$ cat src/design/tcs_pkg.sv
// Shared types and constants for the textured wall column stepper.
// Holds the queue entry layout, pixel kinds, texture codes and derived widths.
// No dependencies.
`default_nettype none

package tcs_pkg;

	localparam int SCREEN_HEIGHT = 512;
	localparam int TEX_HEIGHT    = 64;
	localparam int HALF_SCREEN   = SCREEN_HEIGHT / 2;

	localparam int IN_W  = 120;
	localparam int OUT_W = 64;

	localparam int DIV_W  = $clog2(TEX_HEIGHT + 1) + 16;
	localparam int TERM_W = 18;
	localparam int MAG_W  = TERM_W - 1;
	localparam int PROD_W = 32 + MAG_W;
	localparam int CNT_W  = $clog2(((DIV_W > MAG_W) ? DIV_W : MAG_W) + 1);

	localparam logic [DIV_W-1:0] DIVIDEND     = DIV_W'(TEX_HEIGHT * 65536);
	localparam logic [5:0]       TEX_ROW_MASK = 6'((TEX_HEIGHT - 1) & 63);

	localparam int QUEUE_DEPTH = 2;
	localparam int QPTR_W      = $clog2(QUEUE_DEPTH);
	localparam int QCNT_W      = $clog2(QUEUE_DEPTH + 1);

	localparam logic [1:0] TEX_WEST  = 2'd0;
	localparam logic [1:0] TEX_EAST  = 2'd1;
	localparam logic [1:0] TEX_NORTH = 2'd2;
	localparam logic [1:0] TEX_SOUTH = 2'd3;

	localparam logic REG_CEILING = 1'b0;
	localparam logic REG_FLOOR   = 1'b1;

	typedef enum logic [1:0] {
		KIND_CEILING = 2'd0,
		KIND_WALL    = 2'd1,
		KIND_FLOOR   = 2'd2
	} pixel_kind_t;

	typedef struct packed {
		logic [9:0]        column;
		logic [8:0]        row;
		pixel_kind_t       kind;
		logic              setup;
		logic [1:0]        choice;
		logic [15:0]       height;
		logic [TERM_W-1:0] term;
		logic [5:0]        tex_col;
	} item_t;

endpackage

`default_nettype wire

$ cat src/design/textured_wall_column_stepper.sv
// Ordinary rows: accepted one per cycle while the queue is not full; each result is
// registered in the queue and then in the output register. Row 0 (column setup)
// runs the bit-serial divider and then the shift-add multiplier in the back end.
// Later rows queue behind it in a two-entry queue while setup runs.
// Reset (arst_n low, asynchronous) clears the colors, the column state and all
// control state; the output carries no beat until the first input beat.
`default_nettype none

module textured_wall_column_stepper
	import tcs_pkg::*;
(
	input  logic             clk,
	input  logic             arst_n,
	input  logic             s_tvalid,
	output logic             s_tready,
	// column_x, row_y, hit_side, cell_x, cell_y, player_x_pos, player_y_pos,
	// span_start, span_end, wall_height, texel_col, zero padding
	input  logic [IN_W-1:0]  s_tdata,
	output logic             m_tvalid,
	input  logic             m_tready,
	// out_column, out_row, texture_select, tex_col_out, tex_row_out,
	// fill_color, zero_height, zero padding
	output logic [OUT_W-1:0] m_tdata,
	// pixel_kind
	output logic [1:0]       m_tuser,
	input  logic             psel,
	input  logic             penable,
	input  logic             pwrite,
	input  logic [2:0]       paddr,
	input  logic [31:0]      pwdata,
	output logic [31:0]      prdata,
	output logic             pready
);

	logic [23:0] ceiling_color_q;
	logic [23:0] floor_color_q;
	logic        push;
	logic        pop;
	logic        q_full;
	logic        q_valid;
	item_t       front_item;
	item_t       head;

	assign pready = 1'b1;
	assign prdata = (paddr[2] == REG_FLOOR) ? {8'd0, floor_color_q} : {8'd0, ceiling_color_q};

	always_ff @(posedge clk or negedge arst_n) begin
		if (!arst_n) begin
			ceiling_color_q <= '0;
			floor_color_q   <= '0;
		end else if (psel && penable && pwrite) begin
			if (paddr[2] == REG_CEILING) begin
				ceiling_color_q <= pwdata[23:0];
			end else begin
				floor_color_q <= pwdata[23:0];
			end
		end
	end

	tcs_front u_front (
		.s_tvalid (s_tvalid),
		.s_tready (s_tready),
		.s_tdata  (s_tdata),
		.q_full   (q_full),
		.push     (push),
		.item     (front_item)
	);

	tcs_queue u_queue (
		.clk       (clk),
		.arst_n    (arst_n),
		.push      (push),
		.push_item (front_item),
		.pop       (pop),
		.head      (head),
		.not_empty (q_valid),
		.full      (q_full)
	);

	tcs_back u_back (
		.clk           (clk),
		.arst_n        (arst_n),
		.head          (head),
		.q_valid       (q_valid),
		.pop           (pop),
		.ceiling_color (ceiling_color_q),
		.floor_color   (floor_color_q),
		.m_tvalid      (m_tvalid),
		.m_tready      (m_tready),
		.m_tdata       (m_tdata),
		.m_tuser       (m_tuser)
	);

endmodule

`default_nettype wire

$ cat src/design/tcs_front.sv
// Front end: unpacks an input beat, classifies the row and prepares column setup terms.
// Depends on tcs_pkg.
`default_nettype none

module tcs_front
	import tcs_pkg::*;
(
	input  logic            s_tvalid,
	output logic            s_tready,
	input  logic [IN_W-1:0] s_tdata,
	input  logic            q_full,
	output logic            push,
	output item_t           item
);

	logic [9:0]  column_x;
	logic [8:0]  row_y;
	logic        hit_side;
	logic [9:0]  cell_x;
	logic [9:0]  cell_y;
	logic [17:0] player_x_pos;
	logic [17:0] player_y_pos;
	logic [9:0]  span_start;
	logic [9:0]  span_end;
	logic [15:0] wall_height;
	logic [5:0]  texel_col;

	assign column_x     = s_tdata[9:0];
	assign row_y        = s_tdata[18:10];
	assign hit_side     = s_tdata[19];
	assign cell_x       = s_tdata[29:20];
	assign cell_y       = s_tdata[39:30];
	assign player_x_pos = s_tdata[57:40];
	assign player_y_pos = s_tdata[75:58];
	assign span_start   = s_tdata[85:76];
	assign span_end     = s_tdata[95:86];
	assign wall_height  = s_tdata[111:96];
	assign texel_col    = s_tdata[117:112];

	assign s_tready = !q_full;
	assign push     = s_tvalid && !q_full;

	always_comb begin
		item.column  = column_x;
		item.row     = row_y;
		item.setup   = (row_y == 9'd0);
		item.height  = wall_height;
		item.tex_col = texel_col;
		item.term    = TERM_W'(span_start) - TERM_W'(HALF_SCREEN) + TERM_W'(wall_height[15:1]);
		if ({1'b0, row_y} <= span_start) begin
			item.kind = KIND_CEILING;
		end else if ({1'b0, row_y} <= span_end) begin
			item.kind = KIND_WALL;
		end else begin
			item.kind = KIND_FLOOR;
		end
		if (!hit_side) begin
			item.choice = ({cell_x, 8'd0} < player_x_pos) ? TEX_WEST : TEX_EAST;
		end else begin
			item.choice = ({cell_y, 8'd0} < player_y_pos) ? TEX_NORTH : TEX_SOUTH;
		end
	end

endmodule

`default_nettype wire

$ cat src/design/tcs_queue.sv
// Short queue of classified items between the front and back ends.
// Depends on tcs_pkg.
`default_nettype none

module tcs_queue
	import tcs_pkg::*;
(
	input  logic  clk,
	input  logic  arst_n,
	input  logic  push,
	input  item_t push_item,
	input  logic  pop,
	output item_t head,
	output logic  not_empty,
	output logic  full
);

	item_t             mem_q [QUEUE_DEPTH];
	logic [QPTR_W-1:0] wr_ptr_q;
	logic [QPTR_W-1:0] rd_ptr_q;
	logic [QCNT_W-1:0] count_q;

	assign head      = mem_q[rd_ptr_q];
	assign not_empty = (count_q != '0);
	assign full      = (count_q == QCNT_W'(QUEUE_DEPTH));

	always_ff @(posedge clk) begin
		if (push) begin
			mem_q[wr_ptr_q] <= push_item;
		end
	end

	always_ff @(posedge clk or negedge arst_n) begin
		if (!arst_n) begin
			wr_ptr_q <= '0;
			rd_ptr_q <= '0;
			count_q  <= '0;
		end else begin
			if (push) begin
				wr_ptr_q <= (wr_ptr_q == QPTR_W'(QUEUE_DEPTH - 1)) ? '0 : wr_ptr_q + 1'b1;
			end
			if (pop) begin
				rd_ptr_q <= (rd_ptr_q == QPTR_W'(QUEUE_DEPTH - 1)) ? '0 : rd_ptr_q + 1'b1;
			end
			if (push && !pop) begin
				count_q <= count_q + 1'b1;
			end else if (pop && !push) begin
				count_q <= count_q - 1'b1;
			end
		end
	end

endmodule

`default_nettype wire

$ cat src/design/tcs_back.sv
// Back end: column setup (iterative divider and shift-add multiplier), texture
// stepping and the output register. Depends on tcs_pkg.
`default_nettype none

module tcs_back
	import tcs_pkg::*;
(
	input  logic             clk,
	input  logic             arst_n,
	input  item_t            head,
	input  logic             q_valid,
	output logic             pop,
	input  logic [23:0]      ceiling_color,
	input  logic [23:0]      floor_color,
	output logic             m_tvalid,
	input  logic             m_tready,
	output logic [OUT_W-1:0] m_tdata,
	output logic [1:0]       m_tuser
);

	typedef enum logic [2:0] {
		S_IDLE,
		S_DIV,
		S_MUL,
		S_FIN,
		S_EMIT
	} state_t;

	state_t            state_q;
	item_t             cur_q;
	logic [31:0]       step_q;
	logic [31:0]       pos_q;
	logic [1:0]        choice_q;
	logic              zflag_q;
	logic [CNT_W-1:0]  cnt_q;
	logic [15:0]       rem_q;
	logic [DIV_W-1:0]  dq_q;
	logic [PROD_W-1:0] acc_q;
	logic [PROD_W-1:0] mcand_q;
	logic [MAG_W-1:0]  mplier_q;
	logic              neg_q;
	logic              m_tvalid_q;
	logic [OUT_W-1:0]  m_tdata_q;
	logic [1:0]        m_tuser_q;

	logic              out_free;
	logic              emit;
	item_t             emit_item;
	logic [16:0]       div_shift;
	logic [17:0]       div_diff;
	logic [15:0]       rem_next;
	logic [DIV_W-1:0]  dq_next;
	logic [31:0]       step_next;
	logic [TERM_W-1:0] term_abs;
	logic [PROD_W-1:0] acc_next;
	logic [31:0]       pos_setup;
	logic [5:0]        ip_low;
	logic [5:0]        tex_row;
	logic [33:0]       pos_sum;
	logic [31:0]       pos_adv;
	logic [5:0]        tcol;
	logic [23:0]       fill;

	assign m_tvalid = m_tvalid_q;
	assign m_tdata  = m_tdata_q;
	assign m_tuser  = m_tuser_q;

	always_comb begin
		out_free  = !m_tvalid_q || m_tready;
		emit_item = (state_q == S_EMIT) ? cur_q : head;
		pop       = (state_q == S_IDLE) && q_valid && (head.setup || out_free);
		emit      = ((state_q == S_IDLE) && q_valid && !head.setup && out_free) ||
			((state_q == S_EMIT) && out_free);

		div_shift = {rem_q, dq_q[DIV_W-1]};
		div_diff  = {1'b0, div_shift} - {2'b00, cur_q.height};
		rem_next  = div_diff[17] ? div_shift[15:0] : div_diff[15:0];
		dq_next   = {dq_q[DIV_W-2:0], !div_diff[17]};
		step_next = (cur_q.height == 16'd0) ? 32'hFFFF_FFFF : 32'(dq_next);

		term_abs = cur_q.term[TERM_W-1] ? (~cur_q.term + 1'b1) : cur_q.term;
		acc_next = acc_q + (mplier_q[0] ? mcand_q : '0);

		if (acc_q[PROD_W-1:31] != '0) begin
			pos_setup = neg_q ? 32'h8000_0000 : 32'h7FFF_FFFF;
		end else begin
			pos_setup = neg_q ? (~acc_q[31:0] + 1'b1) : acc_q[31:0];
		end

		ip_low  = pos_q[21:16] + 6'(pos_q[31] && (pos_q[15:0] != 16'd0));
		tex_row = ip_low & TEX_ROW_MASK;
		pos_sum = {{2{pos_q[31]}}, pos_q} + {2'b00, step_q};
		pos_adv = (!pos_sum[33] && (pos_sum[32] || pos_sum[31])) ? 32'h7FFF_FFFF : pos_sum[31:0];

		tcol = '0;
		fill = '0;
		case (emit_item.kind)
			KIND_CEILING: fill = ceiling_color;
			KIND_WALL:    tcol = emit_item.tex_col;
			KIND_FLOOR:   fill = floor_color;
			default:      fill = '0;
		endcase
	end

	always_ff @(posedge clk or negedge arst_n) begin
		if (!arst_n) begin
			state_q    <= S_IDLE;
			step_q     <= '0;
			pos_q      <= '0;
			choice_q   <= TEX_WEST;
			zflag_q    <= 1'b0;
			cnt_q      <= '0;
			m_tvalid_q <= 1'b0;
		end else begin
			if (emit) begin
				m_tvalid_q <= 1'b1;
				if (emit_item.kind == KIND_WALL) begin
					pos_q <= pos_adv;
				end
			end else if (m_tready) begin
				m_tvalid_q <= 1'b0;
			end
			case (state_q)
				S_IDLE: begin
					if (pop && head.setup) begin
						choice_q <= head.choice;
						cnt_q    <= CNT_W'(DIV_W - 1);
						state_q  <= S_DIV;
					end
				end
				S_DIV: begin
					if (cnt_q == '0) begin
						step_q  <= step_next;
						zflag_q <= (cur_q.height == 16'd0);
						cnt_q   <= CNT_W'(MAG_W - 1);
						state_q <= S_MUL;
					end else begin
						cnt_q <= cnt_q - 1'b1;
					end
				end
				S_MUL: begin
					cnt_q <= cnt_q - 1'b1;
					if (cnt_q == '0) begin
						state_q <= S_FIN;
					end
				end
				S_FIN: begin
					pos_q   <= pos_setup;
					state_q <= S_EMIT;
				end
				S_EMIT: begin
					if (out_free) begin
						state_q <= S_IDLE;
					end
				end
				default: state_q <= S_IDLE;
			endcase
		end
	end

	always_ff @(posedge clk) begin
		if (pop && head.setup) begin
			cur_q <= head;
			rem_q <= '0;
			dq_q  <= DIVIDEND;
		end
		if (state_q == S_DIV) begin
			rem_q <= rem_next;
			dq_q  <= dq_next;
			if (cnt_q == '0) begin
				acc_q    <= '0;
				mcand_q  <= PROD_W'(step_next);
				mplier_q <= term_abs[MAG_W-1:0];
				neg_q    <= cur_q.term[TERM_W-1];
			end
		end
		if (state_q == S_MUL) begin
			acc_q    <= acc_next;
			mcand_q  <= {mcand_q[PROD_W-2:0], 1'b0};
			mplier_q <= {1'b0, mplier_q[MAG_W-1:1]};
		end
		if (emit) begin
			m_tuser_q <= emit_item.kind;
			m_tdata_q <= {6'd0, zflag_q, fill,
				(emit_item.kind == KIND_WALL) ? tex_row : 6'd0,
				tcol, choice_q, emit_item.row, emit_item.column};
		end
	end

endmodule

`default_nettype wire
$ cat config.mk
export PLATFORM = sky130hd
export DESIGN_NAME = textured_wall_column_stepper
export DESIGN_NICKNAME = d
export VERILOG_FILES = /design/src/design/tcs_pkg.sv /design/src/design/textured_wall_column_stepper.sv /design/src/design/tcs_front.sv /design/src/design/tcs_queue.sv /design/src/design/tcs_back.sv
export SDC_FILE = /design/constraint.sdc
export NUM_CORES = 1
export LEC_CHECK = 0
export CAP_MARGIN = 10
export CORE_ASPECT_RATIO = 1.1
export CORE_MARGIN = 2
export CORE_UTILIZATION = 50
export DETAILED_ROUTE_END_ITERATION = 6
export DONT_BUFFER_PORTS = 1
export HOLD_SLACK_MARGIN = 0.05
export MAX_ROUTING_LAYER = met4
export PLACE_DENSITY = 0.74
export SLEW_MARGIN = 5
export SYNTH_ARGS = -nofsm -noshare
export SYNTH_HDL_FRONTEND = slang
export SYNTH_SLANG_ARGS = --single-unit
$ cat constraint.sdc
create_clock -name clk -period 17.05 [get_ports clk]
set_clock_uncertainty 0.1 [all_clocks]
set_input_delay 3.41 -clock clk [delete_from_list [all_inputs] [get_ports clk]]
set_output_delay 3.41 -clock clk [all_outputs]
set_load 0.02 [all_outputs]
==> results.sh, run 1 <==
export IMPL_status="finished clean"
export IMPL_reg2reg_depth=11
export IMPL_via_per_inst=5.95
export IMPL_worst_setup_path_type="in2out"
export IMPL_ys_ff_latch=523
export IMPL_wl_met3_um=3490
export IMPL_cts_resized=0
export IMPL_die_w_um=232
export IMPL_syn_area_um2=28500
export IMPL_routedLengthMet1_um=26100
export IMPL_dp_hpwl_um=45300
export IMPL_io_buffers=0
export IMPL_clk_path_buf_depth=3
export IMPL_grt_pass1_wl_um=102000
export IMPL_synth_top_area_frac=0.423
export IMPL_avgSynthCellArea_um2=11.2
export IMPL_synthCells=2546
export IMPL_die_h_um=254
export IMPL_worst_slew_pin_slew_ps=1110
export IMPL_wl_met2_um=32400
export IMPL_crit_path_max_fanout=26
export IMPL_antenna_found_initial=0
export IMPL_clkTransAtPathRegs_ps=60
export IMPL_holdBufCountCts=0
export IMPL_final_cells=3314
export IMPL_synth_flop_cell="edfxtp_1"
export IMPL_drc=0
export IMPL_rsz0062_at_grt="no"
export IMPL_insertion_delay_ps=630
export IMPL_r2r_end="u_back.pos_q[10]$_DFFE_PN0P_"
export IMPL_drive_above_1_share=0.115
export IMPL_first_iter_violations=1452
export IMPL_vias=19700
export IMPL_grt_max_degree=120
export IMPL_synth_top_area_cell="edfxtp_1"
export IMPL_grt_use_total=0.222
export IMPL_die_area_um2=58900
export IMPL_drv_slew=0
export IMPL_clock_sinks=523
export IMPL_reg2reg_slack_ps=12600
export IMPL_overflow=0
export IMPL_cp_arrival_ps=3820
export IMPL_cp_end_kind="output port"
export IMPL_dr_pass1_iters=5
export IMPL_peakVddDrop_mv=0.101
export IMPL_p_leak_nw=12.7
export IMPL_post_synth_top_count_cell="edfxtp_1"
export IMPL_synth_edf_count=402
export IMPL_finalSetupTns_ps=0
export IMPL_timing_hold_ws_ps=348
export IMPL_hold_depth=0
export IMPL_hold_start="u_back.choice_q[0]$_DFFE_PN0P_"
export IMPL_place_ws_ps=9740
export IMPL_root_buffer="clkbuf_16"
export IMPL_power_density_nw_per_um2=164
export IMPL_hp_class="reg2reg"
export IMPL_max_freq_mhz=136
export IMPL_grt_pass1_vias=19700
export IMPL_wl_um=64800
export IMPL_start_util=0.507
export IMPL_placed_cells=3212
export IMPL_core_area_um2=56200
export IMPL_cts_made_buffers=55
export IMPL_crit_chain="mux2_2"
export IMPL_seq_area_frac_synth=0.529
export IMPL_top_layer_used="met4"
export IMPL_slowest_delay_ps=400
export IMPL_hold_violations=0
export IMPL_netlist_top_cells_count="402 x edfxtp_1, 231 x nor2_1, 171 x a21oi_1, 171 x nand2_1, 158 x ha_1"
export IMPL_cts_htree_levels=2
export IMPL_cts_setup_buffers=0
export IMPL_synthTopCellsByArea="edfxtp_1 42%, dfrtp_1 10%, ha_1 6.9%, mux2_2 6.0%, nor2_1 3.0%"
export IMPL_rows=91
export IMPL_wire_per_inst_um=19.6
export IMPL_cts_tree="yes"
export IMPL_maxCapViolCount=0
export IMPL_worst_slack_ps=9720
export IMPL_cp_required_ps=13540
export IMPL_n_antenna_cell=0
export IMPL_finalCriticalPeriod_ps=7330
export IMPL_path_delay_family="multiplexers"
export IMPL_startpoint_type="primary input"
export IMPL_synthArstFlopShare=0.228
export IMPL_io_pins=263
export IMPL_r2r_start="u_back.pos_q[1]$_DFFE_PN0P_"
export IMPL_area_delta_synth_final_pct=9.38
export IMPL_synthDistinctLibCells=83
export IMPL_maxSlewHeadroom=0.257
export IMPL_worstHoldEndpoint="u_back.m_tdata[19]$_DFFE_PP_"
export IMPL_cpMaxStageDelayCell="mux2_2"
export IMPL_synth_warning_count=0
export IMPL_critPathBufInv=0
export IMPL_setup_viol=0
export IMPL_fin_crit_sh=0.430
export IMPL_routabilityCongestion=0.931
export IMPL_ant_nets=0
export IMPL_final_nets=2849
-- metal layers --
| metal | vias to the layer above | global-route usage |
|---|---|---|
| met5 | - | - |
| met3 | 175 | 0.0390 |
| li1 | 9314 | - |
| met4 | 0 | 0.0998 |
| met2 | 617 | 0.370 |
| met1 | 9620 | 0.264 |
-- cells in the final DEF (no fill, tap or decap), drive strengths merged, types with 18 or more instances in the layout --
| cell type | count |
|---|---|
| o211ai | 18 |
| clkbuf | 68 |
| a211oi | 25 |
| or3 | 24 |
| mux2i | 18 |
| nor2 | 232 |
| xnor2 | 61 |
| dfrtp | 119 |
| clkinv | 21 |
| and2 | 95 |
| nor4 | 25 |
| a21oi | 172 |
| o21ai | 127 |
| edfxtp | 402 |
| mux2 | 152 |
| ha | 158 |
| nor2b | 28 |
| buf | 24 |
| nand2 | 171 |
| nor3 | 57 |
| xor2 | 56 |
| inv | 102 |
| nand3 | 30 |
| a21o | 111 |
-- worst max path at each step --
stage | from | end | slack, ps | cells after the start
4_1_cts | paddr[2] | prdata[22] | 9730 | 1
6_report | paddr[2] | prdata[3] | 9720 | 1
3_3_place_gp | paddr[2] | prdata[22] | 9740 | 1
3_5_place_dp | paddr[2] | prdata[22] | 9740 | 1
2_1_floorplan | paddr[2] | prdata[10] | 9110 | 3
5_1_grt | paddr[2] | prdata[5] | 9730 | 1
-- registers in the layout (all words and copies together), names as in the netlist, 2 cells and up --
register         count
u_back.mplier_q     17
u_back.dq_q         23
u_back.choice_q      2
u_back.step_q       24
u_back.cnt_q         5
u_back.acc_q        49
u_back.state_q       3
u_back.mcand_q      49
u_queue.mem_q      128
ceiling_color_q     24
u_queue.count_q      2
u_back.m_tuser       2
u_back.pos_q        32
u_back.m_tdata      58
u_back.cur_q        61
u_back.rem_q        16
floor_color_q       24
-- cell families (layout without fill, tap and decap cells) --
group	Yosys count	after routing	synth area share
AO/OA/AOI/OAI	601	601	0.135
XOR/XNOR	117	117	0.0359
adder cells (fa/ha/maj)	162	162	0.0722
buffers and inverters	217	228	0.0307
flip-flops	523	523	0.529
multiplexers	170	170	0.0664
other	2	15	0.000263
AND/OR/NAND/NOR	754	754	0.130
-- final cells by class --
class	instances	area, um^2
clock buffers	68	1470
inverters	102	383
clock inverters	34	492
flip-flops and latches	523	15100
fillers	4664	25100
multi-input cells	1819	12600
repair buffers	24	180
well taps	744	931
-- per-stage QoR --
step / power, mW / utilization / instance area, um^2
2_1_floorplan: 3.42 / - / 28600
3_3_place_gp: 3.77 / 0.520 / 29200
3_5_place_dp: 3.84 / 0.520 / 29200
4_1_cts: 5.14 / 0.554 / 31200
5_1_grt: 5.41 / 0.554 / 31200
6_report: 5.12 / 0.554 / 31200
-- power breakdown --
part	internal, mW	leakage, nW	switching (mW)
clock	0.766	0.943	0.516
sequential	1.85	5.25	0.263
combinational	0.706	6.46	1.02
total	3.32	12.7	1.80
(Power assumes the default switching activity.)
==> run 2, diff against run 1 <==
Settings changed: PLACE_DENSITY 0.74 to 0.77.
Clock period 17.05 ns to 6.3 ns, I/O delays scaled along.
==> results.sh, run 2 (same netlist as run 1, synthesis figures left out) <==
export IMPL_io_buffers=0
export IMPL_swShare=0.350
export IMPL_cp_end_kind="register"
export IMPL_clkTransAtPathRegs_ps=60
export IMPL_stdcell_area_um2=31300
export IMPL_holdBufCountCts=0
export IMPL_slowest_delay_ps=850
export IMPL_clockPowerShare=0.256
export IMPL_ant_nets=0
export IMPL_die_area_um2=58900
export IMPL_rows=91
export IMPL_cts_tree="yes"
export IMPL_violations="design-rule violations"
export IMPL_grt_pass1_wl_um=102000
export IMPL_cts_htree_levels=2
export IMPL_place_area_um2=29200
export IMPL_path_delay_family="compound AO/OA/AOI/OAI gates"
export IMPL_layout_common_cells="402 x edfxtp_1, 229 x nor2_1, 170 x nand2_1"
export IMPL_pwr_share_comb=0.334
export IMPL_status="finished, violations left"
export IMPL_cts_made_buffers=56
export IMPL_drc=1
export IMPL_root_buffer="clkbuf_16"
export IMPL_wl_um=64400
export IMPL_drv_slew=0
export IMPL_dr_pass1_iters=7
export IMPL_worst_setup_path_type="reg2reg"
export IMPL_final_nets=2850
export IMPL_cts_setup_buffers=0
export IMPL_largest_reg_flops=128
export IMPL_p_leak_nw=12.7
export IMPL_drive_above_1_share=0.117
export IMPL_r2r_start="u_back.pos_q[0]$_DFFE_PN0P_"
export IMPL_start_util=0.507
export IMPL_hp_class="in2async"
export IMPL_worst_slew_pin_slew_ps=1100
export IMPL_dp_hpwl_um=45000
export IMPL_die_h_um=254
export IMPL_grt_use_total=0.221
export IMPL_crit_path_max_fanout=22
export IMPL_startpoint_type="register"
export IMPL_finalSetupTns_ps=0
export IMPL_cpMaxStageDelayCell="nor2_2"
export IMPL_finalCriticalPeriod_ps=4360
export IMPL_timing_hold_ws_ps=217
export IMPL_maxSlewHeadroom=0.270
export IMPL_crit_chain="ha_1 -> fa_1 -> a211oi_1 -> o211ai_1 -> a31o_2 -> a311o_1 -> a211oi_1 -> nor4_1 -> a31o_2 -> nor2_2 -> a221oi_1"
export IMPL_cts_resized=0
export IMPL_critPathBufInv=0
export IMPL_clock_sinks=523
export IMPL_core_area_um2=56200
export IMPL_antenna_found_initial=0
export IMPL_p_int_mw=9.05
export IMPL_die_w_um=232
export IMPL_max_freq_mhz=229
export IMPL_r2r_end="u_back.pos_q[10]$_DFFE_PN0P_"
export IMPL_io_pins=263
export IMPL_hold_violations=0
export IMPL_grt_pass1_vias=19700
export IMPL_area_delta_synth_final_pct=9.67
export IMPL_setup_viol=0
export IMPL_peakVddDrop_mv=0.280
export IMPL_p_sw_mw=4.88
export IMPL_regMostFlops="u_queue.mem_q"
export IMPL_first_iter_violations=1502
export IMPL_power_total_mw=13.9
export IMPL_reg2reg_depth=11
export IMPL_cp_required_ps=6650
export IMPL_rsz0062_at_grt="no"
export IMPL_grt_max_degree=120
export IMPL_wire_per_inst_um=19.4
export IMPL_seqPwrFrac=0.411
export IMPL_cp_arrival_ps=4720
export IMPL_fill_cells=4692
export IMPL_vias=19700
export IMPL_clk_path_buf_depth=3
export IMPL_fin_crit_sh=0.692
export IMPL_power_density_nw_per_um2=446
export IMPL_overflow=0
export IMPL_routabilityCongestion=0.967
export IMPL_final_common_cell="edfxtp_1"
export IMPL_cp_depth=11
export IMPL_maxCapViolCount=0
export IMPL_insertion_delay_ps=640
export IMPL_reg2reg_slack_ps=1940
export IMPL_via_per_inst=5.95
## run 2: layout make-up
| type | count | area [um^2] | share of cell area |
|---|---|---|---|
| Sequential cell | 523 | 15100 | 0.483 |
| Multi-Input combinational cell | 1819 | 12600 | 0.404 |
| Clock buffer | 66 | 1470 | 0.0470 |
| Tap cell | 744 | 931 | 0.0298 |
| Clock inverter | 40 | 562 | 0.0180 |
| Inverter | 102 | 383 | 0.0122 |
| Timing Repair Buffer | 24 | 184 | 0.00588 |
| Antenna cell | 1 | 2.50 | 0.0000801 |
## run 2: through the flow
stage | instances | utilization | worst slack, ps
final | 3319 | 0.556 | 1940
after global routing | 3318 | 0.556 | 1660
after CTS | 3317 | 0.556 | 1960
after detailed placement | 3211 | 0.519 | 1930
after global placement | 3211 | 0.519 | 1960
after floorplan | 2559 | - | 601
## run 2: worst max path at each step
stage | start | endpoint | slack [ps]
finish | u_back.pos_q[0]$_DFFE_PN0P_ | u_back.pos_q[10]$_DFFE_PN0P_ | 1940
global route | u_back.pos_q[0]$_DFFE_PN0P_ | u_back.pos_q[10]$_DFFE_PN0P_ | 1660
CTS | u_back.pos_q[0]$_DFFE_PN0P_ | u_back.pos_q[10]$_DFFE_PN0P_ | 1960
detailed placement | s_tdata[76] | u_queue.mem_q[0][22]$_DFFE_PP_ | 1930
global placement | s_tdata[76] | u_queue.mem_q[0][22]$_DFFE_PP_ | 1960
floorplan | m_tready | u_back.pos_q[17]$_DFFE_PN0P_ | 600
## run 2: worst reg2reg max path: cells and delay by family (launching register included)
kind	cells	cell delay [ps]
AO/OA/AOI/OAI	7	2020
adder cells (fa/ha/maj)	2	710
flip-flops	1	410
AND/OR/NAND/NOR	2	940
## run 2: per-layer routing
metal,vias to the layer above,GRT usage,wire length (um)
li1,9326,-,-
met1,9588,0.265,26100
met2,638,0.368,31800
met3,194,0.0400,3570
met4,0,0.0947,2920
met5,-,-,0
## run 2: power by group through the flow
stage | logic, mW | registers, mW | clock network [mW]
2_1_floorplan | 3.68 | 5.57 | 0
3_3_place_gp | 4.45 | 5.73 | 0
3_5_place_dp | 4.59 | 5.77 | 0
4_1_cts | 4.63 | 5.72 | 3.62
5_1_grt | 5.18 | 5.82 | 3.75
6_report | 4.65 | 5.72 | 3.56
